<file path="config.mk">
export PLATFORM = sky130hd
export DESIGN_NAME = memory_region_protection_table_unit
export DESIGN_NICKNAME = d
export VERILOG_FILES = /design/src/design/mrpt_pkg.sv /design/src/design/mrpt_table.sv /design/src/design/mrpt_seq.sv /design/src/design/memory_region_protection_table_unit.sv
export SDC_FILE = /design/constraint.sdc
export NUM_CORES = 2
export LEC_CHECK = 0
export BUFFER_PORTS_ARGS = -buffer_cell sky130_fd_sc_hd__buf_2
export CAP_MARGIN = 20
export CELL_PAD_IN_SITES_DETAIL_PLACEMENT = 1
export CELL_PAD_IN_SITES_GLOBAL_PLACEMENT = 2
export CORE_MARGIN = 5
export CORE_UTILIZATION = 42
export CTS_CLUSTER_SIZE = 24
export DETAILED_ROUTE_END_ITERATION = 7
export HOLD_SLACK_MARGIN = 0.06
export PLACE_DENSITY_LB_ADDON = 0.15
export SYNTH_ARGS = -nofsm -noshare
export SYNTH_HDL_FRONTEND = slang
export SYNTH_SLANG_ARGS = --single-unit
export TNS_END_PERCENT = 5
</file>
<file path="constraint.sdc">
create_clock -name clock -period 8.5 [get_ports clock]
set_clock_uncertainty 0.15 [all_clocks]
set_input_delay 0.425 -clock clock [delete_from_list [all_inputs] [get_ports clock]]
set_output_delay 0.425 -clock clock [all_outputs]
set_load 0.05 [all_outputs]
</file>
<file path="src/design/mrpt_pkg.sv">
// shared types, codes and kernel region constants for the region protection table
// no dependencies
package mrpt_pkg;

   localparam int SLOTS_DEFAULT = 16;
   localparam int KERNEL_ROWS   = 3;
   localparam int REQ_DATA_W    = 88;
   localparam int RSP_DATA_W    = 16;

   typedef enum logic [1:0] {
      FUNC_ALLOC,
      FUNC_CHECK,
      FUNC_FIND,
      FUNC_FREE
   } func_type;

   typedef enum logic [2:0] {
      STS_OK,
      STS_FULL,
      STS_OVERLAP,
      STS_NOMATCH,
      STS_OWNER,
      STS_PERM,
      STS_BADIDX
   } status_type;

   typedef enum logic [1:0] {
      S_IDLE,
      S_SCAN,
      S_RESP
   } fsm_type;

   typedef struct packed {
      logic [31:0] base;
      logic [31:0] limit;
      logic [2:0]  perm;
      logic [7:0]  owner;
   } entry_type;

   typedef struct packed {
      logic wr_en;
      logic clr_en;
   } tbl_cmd_type;

   function automatic entry_type kernel_entry(input logic [1:0] row);
      entry_type e;
      e.owner = 8'h00;
      case (row)
         2'd0: begin
            e.base  = 32'h0000_0000;
            e.limit = 32'h0001_0000;
            e.perm  = 3'd7;
         end
         2'd1: begin
            e.base  = 32'h0001_0000;
            e.limit = 32'h0002_0000;
            e.perm  = 3'd3;
         end
         default: begin
            e.base  = 32'h0002_0000;
            e.limit = 32'h0003_0000;
            e.perm  = 3'd3;
         end
      endcase
      return e;
   endfunction

endpackage

</file>
<file path="src/design/mrpt_table.sv">
// region table storage: entry memory with registered read, active bits, kernel rows
// depends on mrpt_pkg
module mrpt_table
   import mrpt_pkg::*;
#(
   parameter int REGION_SLOTS = SLOTS_DEFAULT,
   localparam int IW = $clog2(REGION_SLOTS)
) (
   input  logic        clock,
   input  logic        reset,
   input  tbl_cmd_type cmd,
   input  logic [IW-1:0] wr_idx,
   input  entry_type   wr_entry,
   input  logic [IW-1:0] clr_idx,
   input  logic [IW-1:0] rd_addr,
   output entry_type   rd_entry,
   output logic        rd_active
);

   entry_type mem [REGION_SLOTS];
   entry_type mem_rd_ff;
   logic      kern_ff;
   logic [1:0] krow_ff;
   logic      act_rd_ff;
   logic [REGION_SLOTS-1:0] active_ff;
   logic [REGION_SLOTS-1:0] active_in;

   always_ff @(posedge clock) begin
      if (cmd.wr_en) begin
         mem[wr_idx] <= wr_entry;
      end
      mem_rd_ff <= mem[rd_addr];
      kern_ff   <= (rd_addr < IW'(KERNEL_ROWS));
      krow_ff   <= rd_addr[1:0];
      act_rd_ff <= active_ff[rd_addr];
   end

   always_comb begin
      active_in = active_ff;
      if (cmd.wr_en) begin
         active_in[wr_idx] = 1'b1;
      end
      if (cmd.clr_en) begin
         active_in[clr_idx] = 1'b0;
      end
   end

   always_ff @(posedge clock) begin
      if (reset) begin
         active_ff <= REGION_SLOTS'({KERNEL_ROWS{1'b1}});
      end else begin
         active_ff <= active_in;
      end
   end

   // kernel rows are never rewritten, so they read from constants
   assign rd_entry  = kern_ff ? kernel_entry(krow_ff) : mem_rd_ff;
   assign rd_active = act_rd_ff;

endmodule

</file>
<file path="src/design/mrpt_seq.sv">
// request sequencer: walks used slots with one shared range comparator
// depends on mrpt_pkg
module mrpt_seq
   import mrpt_pkg::*;
#(
   parameter int REGION_SLOTS = SLOTS_DEFAULT,
   localparam int IW = $clog2(REGION_SLOTS),
   localparam int CW = $clog2(REGION_SLOTS + 1)
) (
   input  logic        clock,
   input  logic        reset,
   input  logic        req_valid,
   output logic        req_ready,
   input  func_type    req_func,
   input  logic [31:0] req_address,
   input  logic [31:0] req_length,
   input  logic [2:0]  req_perm_bits,
   input  logic [2:0]  req_access_bits,
   input  logic [7:0]  req_owner,
   input  logic [3:0]  req_slot,
   output logic        rsp_valid,
   input  logic        rsp_ready,
   output status_type  rsp_status,
   output logic        rsp_allowed,
   output logic        rsp_found,
   output logic [3:0]  rsp_region_index,
   output tbl_cmd_type cmd,
   output logic [IW-1:0] wr_idx,
   output entry_type   wr_entry,
   output logic [IW-1:0] clr_idx,
   output logic [IW-1:0] rd_addr,
   input  entry_type   rd_entry,
   input  logic        rd_active
);

   fsm_type    state_ff, state_in;
   func_type   func_ff, func_in;
   logic [31:0] addr_ff, addr_in;
   logic [31:0] end_ff, end_in;
   logic [2:0] perm_ff, perm_in;
   logic [2:0] need_ff, need_in;
   logic [7:0] owner_ff, owner_in;
   logic [CW-1:0] idx_ff, idx_in;
   logic [CW-1:0] used_ff, used_in;
   logic       rsp_valid_ff, rsp_valid_in;
   status_type status_ff, status_in;
   logic       allowed_ff, allowed_in;
   logic       found_ff, found_in;
   logic [3:0] index_ff, index_in;

   logic [CW+3:0] slot_ext;
   logic [CW+3:0] used_ext;
   logic [CW+3:0] idx_ext;
   logic          slot_ok;
   logic          full;
   logic          at_end;
   logic          cmp_lo;
   logic          cmp_hi;
   logic          match;
   logic          accept;
   logic          direct;

   assign slot_ext = (CW + 4)'(req_slot);
   assign used_ext = (CW + 4)'(used_ff);
   assign idx_ext  = (CW + 4)'(idx_ff);
   assign slot_ok  = slot_ext < used_ext;
   assign full     = used_ff >= CW'(REGION_SLOTS);
   assign at_end   = idx_ff >= used_ff;
   assign accept   = req_valid && (state_ff == S_IDLE);
   assign direct   = (req_func == FUNC_FREE) || ((req_func == FUNC_ALLOC) && full);

   // shared range comparator
   assign cmp_lo = addr_ff < rd_entry.limit;
   assign cmp_hi = (func_ff == FUNC_ALLOC) ? (end_ff > rd_entry.base)
                                           : (addr_ff >= rd_entry.base);
   assign match  = rd_active && cmp_lo && cmp_hi;

   always_comb begin
      state_in = state_ff;
      case (state_ff)
         S_IDLE: begin
            if (accept) begin
               state_in = direct ? S_RESP : S_SCAN;
            end
         end
         S_SCAN: begin
            if (at_end || match) begin
               state_in = S_RESP;
            end
         end
         S_RESP: begin
            if (rsp_ready) begin
               state_in = S_IDLE;
            end
         end
         default: state_in = S_IDLE;
      endcase
   end

   always_comb begin
      func_in      = func_ff;
      addr_in      = addr_ff;
      end_in       = end_ff;
      perm_in      = perm_ff;
      need_in      = need_ff;
      owner_in     = owner_ff;
      idx_in       = idx_ff;
      used_in      = used_ff;
      rsp_valid_in = rsp_valid_ff;
      status_in    = status_ff;
      allowed_in   = allowed_ff;
      found_in     = found_ff;
      index_in     = index_ff;
      cmd          = '0;
      wr_idx       = used_ff[IW-1:0];
      wr_entry     = '{base: addr_ff, limit: end_ff, perm: perm_ff, owner: owner_ff};
      clr_idx      = slot_ext[IW-1:0];
      case (state_ff)
         S_IDLE: begin
            idx_in = '0;
            if (accept) begin
               func_in    = req_func;
               addr_in    = req_address;
               end_in     = req_address + req_length;
               perm_in    = req_perm_bits;
               need_in    = req_access_bits;
               owner_in   = req_owner;
               status_in  = STS_OK;
               allowed_in = 1'b0;
               found_in   = 1'b0;
               index_in   = 4'd0;
               if (req_func == FUNC_FREE) begin
                  rsp_valid_in = 1'b1;
                  if (slot_ok) begin
                     cmd.clr_en = 1'b1;
                  end else begin
                     status_in = STS_BADIDX;
                  end
               end else if ((req_func == FUNC_ALLOC) && full) begin
                  rsp_valid_in = 1'b1;
                  status_in    = STS_FULL;
               end
            end
         end
         S_SCAN: begin
            if (at_end) begin
               idx_in       = '0;
               rsp_valid_in = 1'b1;
               if (func_ff == FUNC_ALLOC) begin
                  cmd.wr_en = 1'b1;
                  used_in   = used_ff + CW'(1);
                  found_in  = 1'b1;
                  index_in  = used_ext[3:0];
               end else begin
                  status_in = STS_NOMATCH;
               end
            end else if (match) begin
               idx_in       = '0;
               rsp_valid_in = 1'b1;
               case (func_ff)
                  FUNC_ALLOC: status_in = STS_OVERLAP;
                  FUNC_CHECK: begin
                     if (rd_entry.owner != owner_ff) begin
                        status_in = STS_OWNER;
                     end else if ((rd_entry.perm & need_ff) != need_ff) begin
                        status_in = STS_PERM;
                     end else begin
                        allowed_in = 1'b1;
                     end
                  end
                  default: begin
                     found_in = 1'b1;
                     index_in = idx_ext[3:0];
                  end
               endcase
            end else begin
               idx_in = idx_ff + CW'(1);
            end
         end
         S_RESP: begin
            idx_in = '0;
            if (rsp_ready) begin
               rsp_valid_in = 1'b0;
            end
         end
         default: idx_in = '0;
      endcase
   end

   assign rd_addr = idx_in[IW-1:0];

   always_ff @(posedge clock) begin
      if (reset) begin
         state_ff     <= S_IDLE;
         idx_ff       <= '0;
         used_ff      <= CW'(KERNEL_ROWS);
         rsp_valid_ff <= 1'b0;
      end else begin
         state_ff     <= state_in;
         idx_ff       <= idx_in;
         used_ff      <= used_in;
         rsp_valid_ff <= rsp_valid_in;
      end
   end

   always_ff @(posedge clock) begin
      func_ff    <= func_in;
      addr_ff    <= addr_in;
      end_ff     <= end_in;
      perm_ff    <= perm_in;
      need_ff    <= need_in;
      owner_ff   <= owner_in;
      status_ff  <= status_in;
      allowed_ff <= allowed_in;
      found_ff   <= found_in;
      index_ff   <= index_in;
   end

   assign req_ready        = (state_ff == S_IDLE);
   assign rsp_valid        = rsp_valid_ff;
   assign rsp_status       = status_ff;
   assign rsp_allowed      = allowed_ff;
   assign rsp_found        = found_ff;
   assign rsp_region_index = index_ff;

endmodule

</file>
<file path="src/design/memory_region_protection_table_unit.sv">
// memory region protection table, top level with stream ports
// depends on mrpt_pkg, mrpt_seq, mrpt_table
//
// usage: one request word on the req_ stream gives exactly one response word on
// the rsp_ stream. a request allocates a region, checks an access, finds the
// region holding an address, or frees a slot. the table is walked from slot 0
// up to the used count by a single range comparator, one slot per cycle.
// free and allocate into a full table are answered straight from idle; allocate,
// check and find walk the slots until a hit or the end of the used slots.
// one request is in flight at a time: req_tready is high only while idle, and the
// next word is taken the cycle after the response word is accepted.
// the response stays on rsp_tdata with rsp_tvalid high while rsp_tready is low,
// and no request is taken meanwhile.
// reset loads the three kernel regions into slots 0 to 2, sets the used count to
// 3 and drops rsp_tvalid; the block is ready the first cycle after reset.
module memory_region_protection_table_unit
   import mrpt_pkg::*;
#(
   parameter int REGION_SLOTS = SLOTS_DEFAULT
) (
   input  logic                  clock,
   input  logic                  reset,
   input  logic                  req_tvalid,
   output logic                  req_tready,
   // func, address, length, perm_bits, access_bits, owner, slot, zero fill
   input  logic [REQ_DATA_W-1:0] req_tdata,
   output logic                  rsp_tvalid,
   input  logic                  rsp_tready,
   // status, allowed, found, region_index, zero fill
   output logic [RSP_DATA_W-1:0] rsp_tdata
);

   localparam int IW = $clog2(REGION_SLOTS);

   tbl_cmd_type cmd;
   logic [IW-1:0] wr_idx;
   logic [IW-1:0] clr_idx;
   logic [IW-1:0] rd_addr;
   entry_type   wr_entry;
   entry_type   rd_entry;
   logic        rd_active;
   status_type  status;
   logic        allowed;
   logic        found;
   logic [3:0]  region_index;

   mrpt_seq #(
      .REGION_SLOTS(REGION_SLOTS)
   ) u_seq (
      .clock           (clock),
      .reset           (reset),
      .req_valid       (req_tvalid),
      .req_ready       (req_tready),
      .req_func        (func_type'(req_tdata[1:0])),
      .req_address     (req_tdata[33:2]),
      .req_length      (req_tdata[65:34]),
      .req_perm_bits   (req_tdata[68:66]),
      .req_access_bits (req_tdata[71:69]),
      .req_owner       (req_tdata[79:72]),
      .req_slot        (req_tdata[83:80]),
      .rsp_valid       (rsp_tvalid),
      .rsp_ready       (rsp_tready),
      .rsp_status      (status),
      .rsp_allowed     (allowed),
      .rsp_found       (found),
      .rsp_region_index(region_index),
      .cmd             (cmd),
      .wr_idx          (wr_idx),
      .wr_entry        (wr_entry),
      .clr_idx         (clr_idx),
      .rd_addr         (rd_addr),
      .rd_entry        (rd_entry),
      .rd_active       (rd_active)
   );

   mrpt_table #(
      .REGION_SLOTS(REGION_SLOTS)
   ) u_table (
      .clock    (clock),
      .reset    (reset),
      .cmd      (cmd),
      .wr_idx   (wr_idx),
      .wr_entry (wr_entry),
      .clr_idx  (clr_idx),
      .rd_addr  (rd_addr),
      .rd_entry (rd_entry),
      .rd_active(rd_active)
   );

   assign rsp_tdata = {7'd0, region_index, found, allowed, status};

endmodule

</file>
Word level (Yosys, flattened, before mapping). Memories as Yosys holds them, arrays and structs flattened. A register that Yosys moved wholly into a read port is not among the register bits. Index checks and enable logic that the tools add are counted. Widths: inputs -> output; s select.

Register bits after elaboration: 122. Latch bits: 0. Memory bits (writable): 1200. Memory bits (read-only): 0. Memories kept: 1.

Memory list: u_table.mem (depth 16, width 75, read ports 1, clocked after memory_dff 1, write ports 1, line mrpt_table.sv:20) `entry_type mem [REGION_SLOTS];`.

Add/subtract/negate cells: 3. Multipliers: 0. Divide/modulo/power cells: 0. $lt $le $gt $ge: 12. Equal/unequal tests: 22. Shifts and indexed selects: 0. Multiplexer cells: 64. Bitwise logic cells: 5. Reduce and logical (&&, ||, !) cells: 23.

Operators by type and width (number): $pmux 53 s2 (1); $mux 75 (1); $add 32x32->32 (1); $ge 32x32->1 (1); $gt 32x32->1 (1); $lt 32x32->1 (1); $mux 16 (2); $mux 4 (8); $mux 1 (30); $mux 3 (8); $and 16x16->16 (1); $not 16->16 (1); $or 16x16->16 (1); $lt 4x5->1 const B (3); $pmux 3 s2 (2); $add 5x1->5 const B (2); $ne 2x2->1 const B (5); $reduce_and 5->1 (2); $demux 1 s4 (2); $ge 4x1->1 const B (2); $logic_not 2->1 (4); $mux 2 (4); $ne 8x8->1 (1); $pmux 4 s2 (1); other kinds (29) (44).

Logic depth before layout (Yosys ltp).
Depth in word-level cells: 11. Gate-level depth with buffers: 20. Gate-level depth less buffers: 16.

Cells and area by module. Synthesis repeated with hierarchy kept, for this count alone.

Cell total of the unflattened synthesis: 3008. Area total of the unflattened synthesis: 55968.7 um2.

By module, submodules not included: mrpt_table (instances 1, cells each 2257, area an instance 48362.6 um2, sequential area each 37936.4 um2); mrpt_seq (instances 1, cells each 741, area an instance 7534.7 um2, sequential area each 2932.8 um2); memory_region_protection_table_unit (instances 1, cells each 10, area an instance 71.3 um2, sequential area each 0.0 um2).

Worst setup path after synthesis. No wires, ideal clock.

Path type: register to register. From: register u_seq.idx_ff[0]. To: register u_table.active_ff[0]. Arrival: 8.392 ns. Required time: 8.266 ns. Path slack: -0.126 ns. Stages on the path, launching flop included: 17. Buffers on the path: 4. Clock period less this slack: 8.626 ns. Cell sequence: dfxtp_1 -> inv_2 -> clkbuf_1 -> clkbuf_1 -> ha_1 -> nand2b_1 -> a21o_1 -> a21o_1 -> a21o_1 -> a21o_1 -> clkbuf_1 -> and3_1 -> clkbuf_1 -> nand2_1 -> nor3_1 -> o32ai_1 -> nand2b_1.

Longest elaborated chain between the ends: 6.

RTL lines: start: declaration (line mrpt_seq.sv:43) `logic [CW-1:0] idx_ff, idx_in;`; start signal: assignment (line mrpt_seq.sv:200) `idx_ff <= idx_in;`; $ge 5x5->1 (*) (line mrpt_seq.sv:68) `assign at_end = idx_ff >= used_ff;`; $mux 1 (*) (line mrpt_seq.sv:146) `if (at_end) begin`; $mux 1 (*) (line mrpt_seq.sv:118) `case (state_ff)`; $mux 16 (*) (line mrpt_table.sv:40) `if (cmd.wr_en) begin`; $and 16x16->16 (no line); $mux 16 (*) (line mrpt_table.sv:43) `if (cmd.clr_en) begin`; end signal: assignment (line mrpt_table.sv:50) `active_ff <= REGION_SLOTS'({KERNEL_ROWS{1'b1}});`; end signal: assignment (line mrpt_table.sv:52) `active_ff <= active_in;`; end: declaration (line mrpt_table.sv:25) `logic [REGION_SLOTS-1:0] active_ff;`.

Every way passes the cells marked *; elsewhere a longest branch is shown, timed or not. A chain may end at the register's enable or synchronous reset.

Worst setup path in the final report.
From: register u_table.kern_ff. To: register, netlist name u_table.mem_rd_ff[29].

Longest elaborated chain between the ends: 7. Elaborated cells between the ends (all ways): 10.

RTL lines: start: declaration (line mrpt_table.sv:22) `logic kern_ff;`; start signal: assignment (line mrpt_table.sv:33) `kern_ff <= (rd_addr < IW'(KERNEL_ROWS));`; $mux 75 (*) (line mrpt_table.sv:57) `assign rd_entry = kern_ff ? kernel_entry(krow_ff) : mem_rd_ff;`; $ge 32x32->1 (tied with other cells) (line mrpt_seq.sv:75) `: (addr_ff >= rd_entry.base);`; $mux 1 / $logic_and 1x1->1 (equally long branches) (line mrpt_seq.sv:74, mrpt_seq.sv:76); $logic_and 1x1->1 (*) (line mrpt_seq.sv:76) `assign match = rd_active && cmp_lo && cmp_hi;`; $mux 4 (*) (line mrpt_seq.sv:157) `end else if (match) begin`; $mux 4 (*) (line mrpt_seq.sv:146); $mux 4 (*) (line mrpt_seq.sv:118).

Marks and branches as above.

==> results.yml <==
sta:
  setup_ws_ns: 1.94
  tns_ns: 0
  drv_slew: 0
  setup_violations: 0
  worst_pin_slew_ns: 1.25
  fin_crit_ns: 6.56
  whs_ns: 0.118
  relSlewSlack: 0.163
  rsz0062_at_grt: "no"
  hold_viol_final: 0
  fin_crit_sh: 0.772
  max_clock_freq_mhz: 152
die:
  initial_core_util: 0.421
  row_count: 134
  io-pin-count: 110
  dieArea_sq_um: 141000
  die_w_um: 375
  core_area_sq_um: 133000
  die_h_um: 375
global_route:
  grt_pass1_vias: 37300
  grt_pass1_wl_mm: 265
  antenna_found_initial: 8
  grtUsageTotal: 0.257
  grt_max_degree: 163
  gr-total-overflow: 0
synthesis:
  seq_area_frac_synth: 0.730
  synth_top_area_cell: "edfxtp_1"
  postSynthCellCount: 3616
  synth_area_leaders: "edfxtp_1 69%, dfxtp_1 3.9%, ha_1 3.1%"
  synth_edf_count: 1289
  synth_top_area_frac: 0.691
  syn_area_per_cell_sq_um: 15.5
  synth_area_sq_um: 56000
  synth_top_flop_cell: "edfxtp_1"
  ys_seq_elements: 1397
  ys_async_sr_fraction: 0
  ys_warn_count: 0
  synth_cell_types: 69
power_and_ir_drop:
  p_sw_w: 0.00496
  switching_share: 0.284
  total_power_w: 0.0174
  seqPwrFrac: 0.484
  internal-power_w: 0.0125
  power_density_nw_per_um2: 270
  pwr-share-clk: 0.365
  combPwrFrac: 0.151
  p_leak_nw: 21.2
  peakVddDrop_mv: 0.190
cts:
  h-tree-depth: 4
  cts_made_buffers: 149
  clk_pin_slew_ns: 0.06
  post_cts_buffers: 0
  cts_resized: 0
  clock_latency_ns: 0.79
  clk_path_buf_depth: 3
  clock-sinks: 1397
  cts_tree: "built"
  root_buffer: "clkbuf_16"
  holdBufCountCts: 78
cells_and_area:
  fin_nets: 4038
  multi_input_area_sq_um: 14400
  nFillCells: 12700
  fin_util: 0.487
  drive_gt1_frac: 0.136
  syn_to_final_growth_pct: 15.6
  final-seq-area_sq_um: 40900
setup_path:
  r2r_cells: 15
  endpoint_kind: "register"
  worstPathMaxFanout: 31
  r2r-end: "u_table.mem_rd_ff[29]"
  critPathKind: "register to register"
  cp.arrival_ns: 7.03
  cp-start-kind: "register"
  worst-r2r-setup-slack_ns: 1.94
  crit_required_ns: 8.97
  r2r_start: "u_table.kern_ff"
route:
  drc: 0
  first_pass_iters: 8
  routed_wl_mm: 184
  drtAntennaViolNets: 0
  wl_per_cell_um: 32.3
  viasPerCell: 6.23
  drt-initial-drc-count: 3614
  num_vias: 35500
run_status:
  status: "finished, final reports clean"
placed_design:
  pre_cts_ws_ns: 2.00
  io_buffer_count: 98
  gp_congestion: 0.799
  dp_hpwl_mm: 97.5
flow_run:
  drv_cap: 0
hold_path:
  hold_start: "req_tdata[36]"
  hold_depth: 3
  hold_path.class: "primary input to register"
  min_to: "u_seq.end_ff[2]"
layout make-up:
cell class,count,share of cell area
flip-flops and latches,1397,0.631
clock buffers,206,0.0651
inverters,26,0.00182
repair buffers,269,0.0371
multi-input cells,1963,0.222
diodes,2,0.0000773
clock inverters,71,0.00868
well taps,1768,0.0342
sequential cells by signal, summed over array words and instances, names as in the netlist, 2 cells and up:
name / count
u_table.mem: 1200
u_table.krow_ff: 2
u_seq.need_ff: 3
u_seq.idx_ff: 5
u_seq.addr_ff: 32
u_table.active_ff: 16
u_seq.state_ff: 2
u_seq.func_ff: 2
u_seq.end_ff: 32
u_seq.owner_ff: 8
u_table.mem_rd_ff: 75
u_seq.used_ff: 5
u_seq.rsp_region_index: 4
u_seq.perm_ff: 3
u_seq.rsp_status: 3
logic make-up (layout without fill, tap and decap cells):
group	Yosys count	after routing	synth area share
xor gates and xnor gates	38	38	0.00594
adders and majority gates	140	140	0.0314
muxes	165	165	0.0315
buffers and inverters	262	572	0.0186
DFF	1397	1397	0.730
AOI/OAI and AO/OA	792	792	0.109
other	1	9	0.0000669
and+or+nand+nor	821	821	0.0743
per-layer routing:
metal | track usage | part of all wire
met3 | 0.0372 | 0.064
met1 | 0.357 | 0.43
met5 | 0 | 0
met2 | 0.426 | 0.48
met4 | 0.0742 | 0.026
worst max path at each step:
stage                     from                    end  cells past startpoint
2_1_floorplan  u_seq.idx_ff[0]      u_table.mem[3][0]                     14
3_3_place_gp   u_table.kern_ff  u_table.mem_rd_ff[29]                     15
3_5_place_dp   u_table.kern_ff  u_table.mem_rd_ff[29]                     15
4_1_cts        u_table.kern_ff  u_table.mem_rd_ff[29]                     15
5_1_grt        u_table.kern_ff  u_table.mem_rd_ff[29]                     15
6_report       u_table.kern_ff  u_table.mem_rd_ff[29]                     15
stage by stage:
step | instance area (sq um) | instances
floorplan | 56000 | 3622
global placement | 59100 | 5342
detailed placement | 59100 | 5343
CTS | 64700 | 5698
global route | 64700 | 5700
finish | 64700 | 5702
worst max-delay path, stage by stage, from the launching register on:
cell	delay, ns
dfxtp_1	0.34
inv_2	0.32
buf_4	0.49
nand2_1	0.18
ha_1	0.35
and4_1	0.23
nand4_1	0.17
or4_1	0.72
a41oi_1	0.44
nor3_1	0.17
o41a_2	0.85
and3_4	0.54
buf_4	0.29
a221o_1	0.27
o311ai_0	0.62
o2111ai_1	0.20
synthesized netlist by cell type (all sizes together) (78+ instances only):
| cell type | n |
|---|---|
| a211oi | 81 |
| clkbuf | 188 |
| edfxtp | 1289 |
| nor3 | 189 |
| and2 | 78 |
| mux2 | 78 |
| dfxtp | 108 |
| nand4 | 94 |
| nor2 | 95 |
| nor2b | 78 |
| nand2 | 215 |
| a21oi | 140 |
| mux2i | 86 |
| ha | 139 |
power by group through the flow:
| stage | Clock (W) | Combinational (W) | Sequential, W |
|---|---|---|---|
| 2_1_floorplan | 0 | 0.00148 | 0.00842 |
| 3_3_place_gp | 0 | 0.00248 | 0.00854 |
| 3_5_place_dp | 0 | 0.00256 | 0.00858 |
| 4_1_cts | 0.00649 | 0.00261 | 0.00844 |
| 5_1_grt | 0.00680 | 0.00278 | 0.00847 |
| 6_report | 0.00638 | 0.00263 | 0.00844 |
cell usage in the layout, fill, tap and decap left out, types with 77 or more instances in the layout:
cell           instances
edfxtp_1            1289
nand2_1              214
nor3_1               181
clkbuf_16            152
a21oi_1              140
ha_1                 138
dfxtp_1              108
buf_2                 99
nand4_1               94
mux2i_1               86
a211oi_1              81
nor2_1                79
nor2b_1               78
dlygate4sd3_1         78
and2_1                77
No activity file was read; power rests on OpenSTA's default activity.
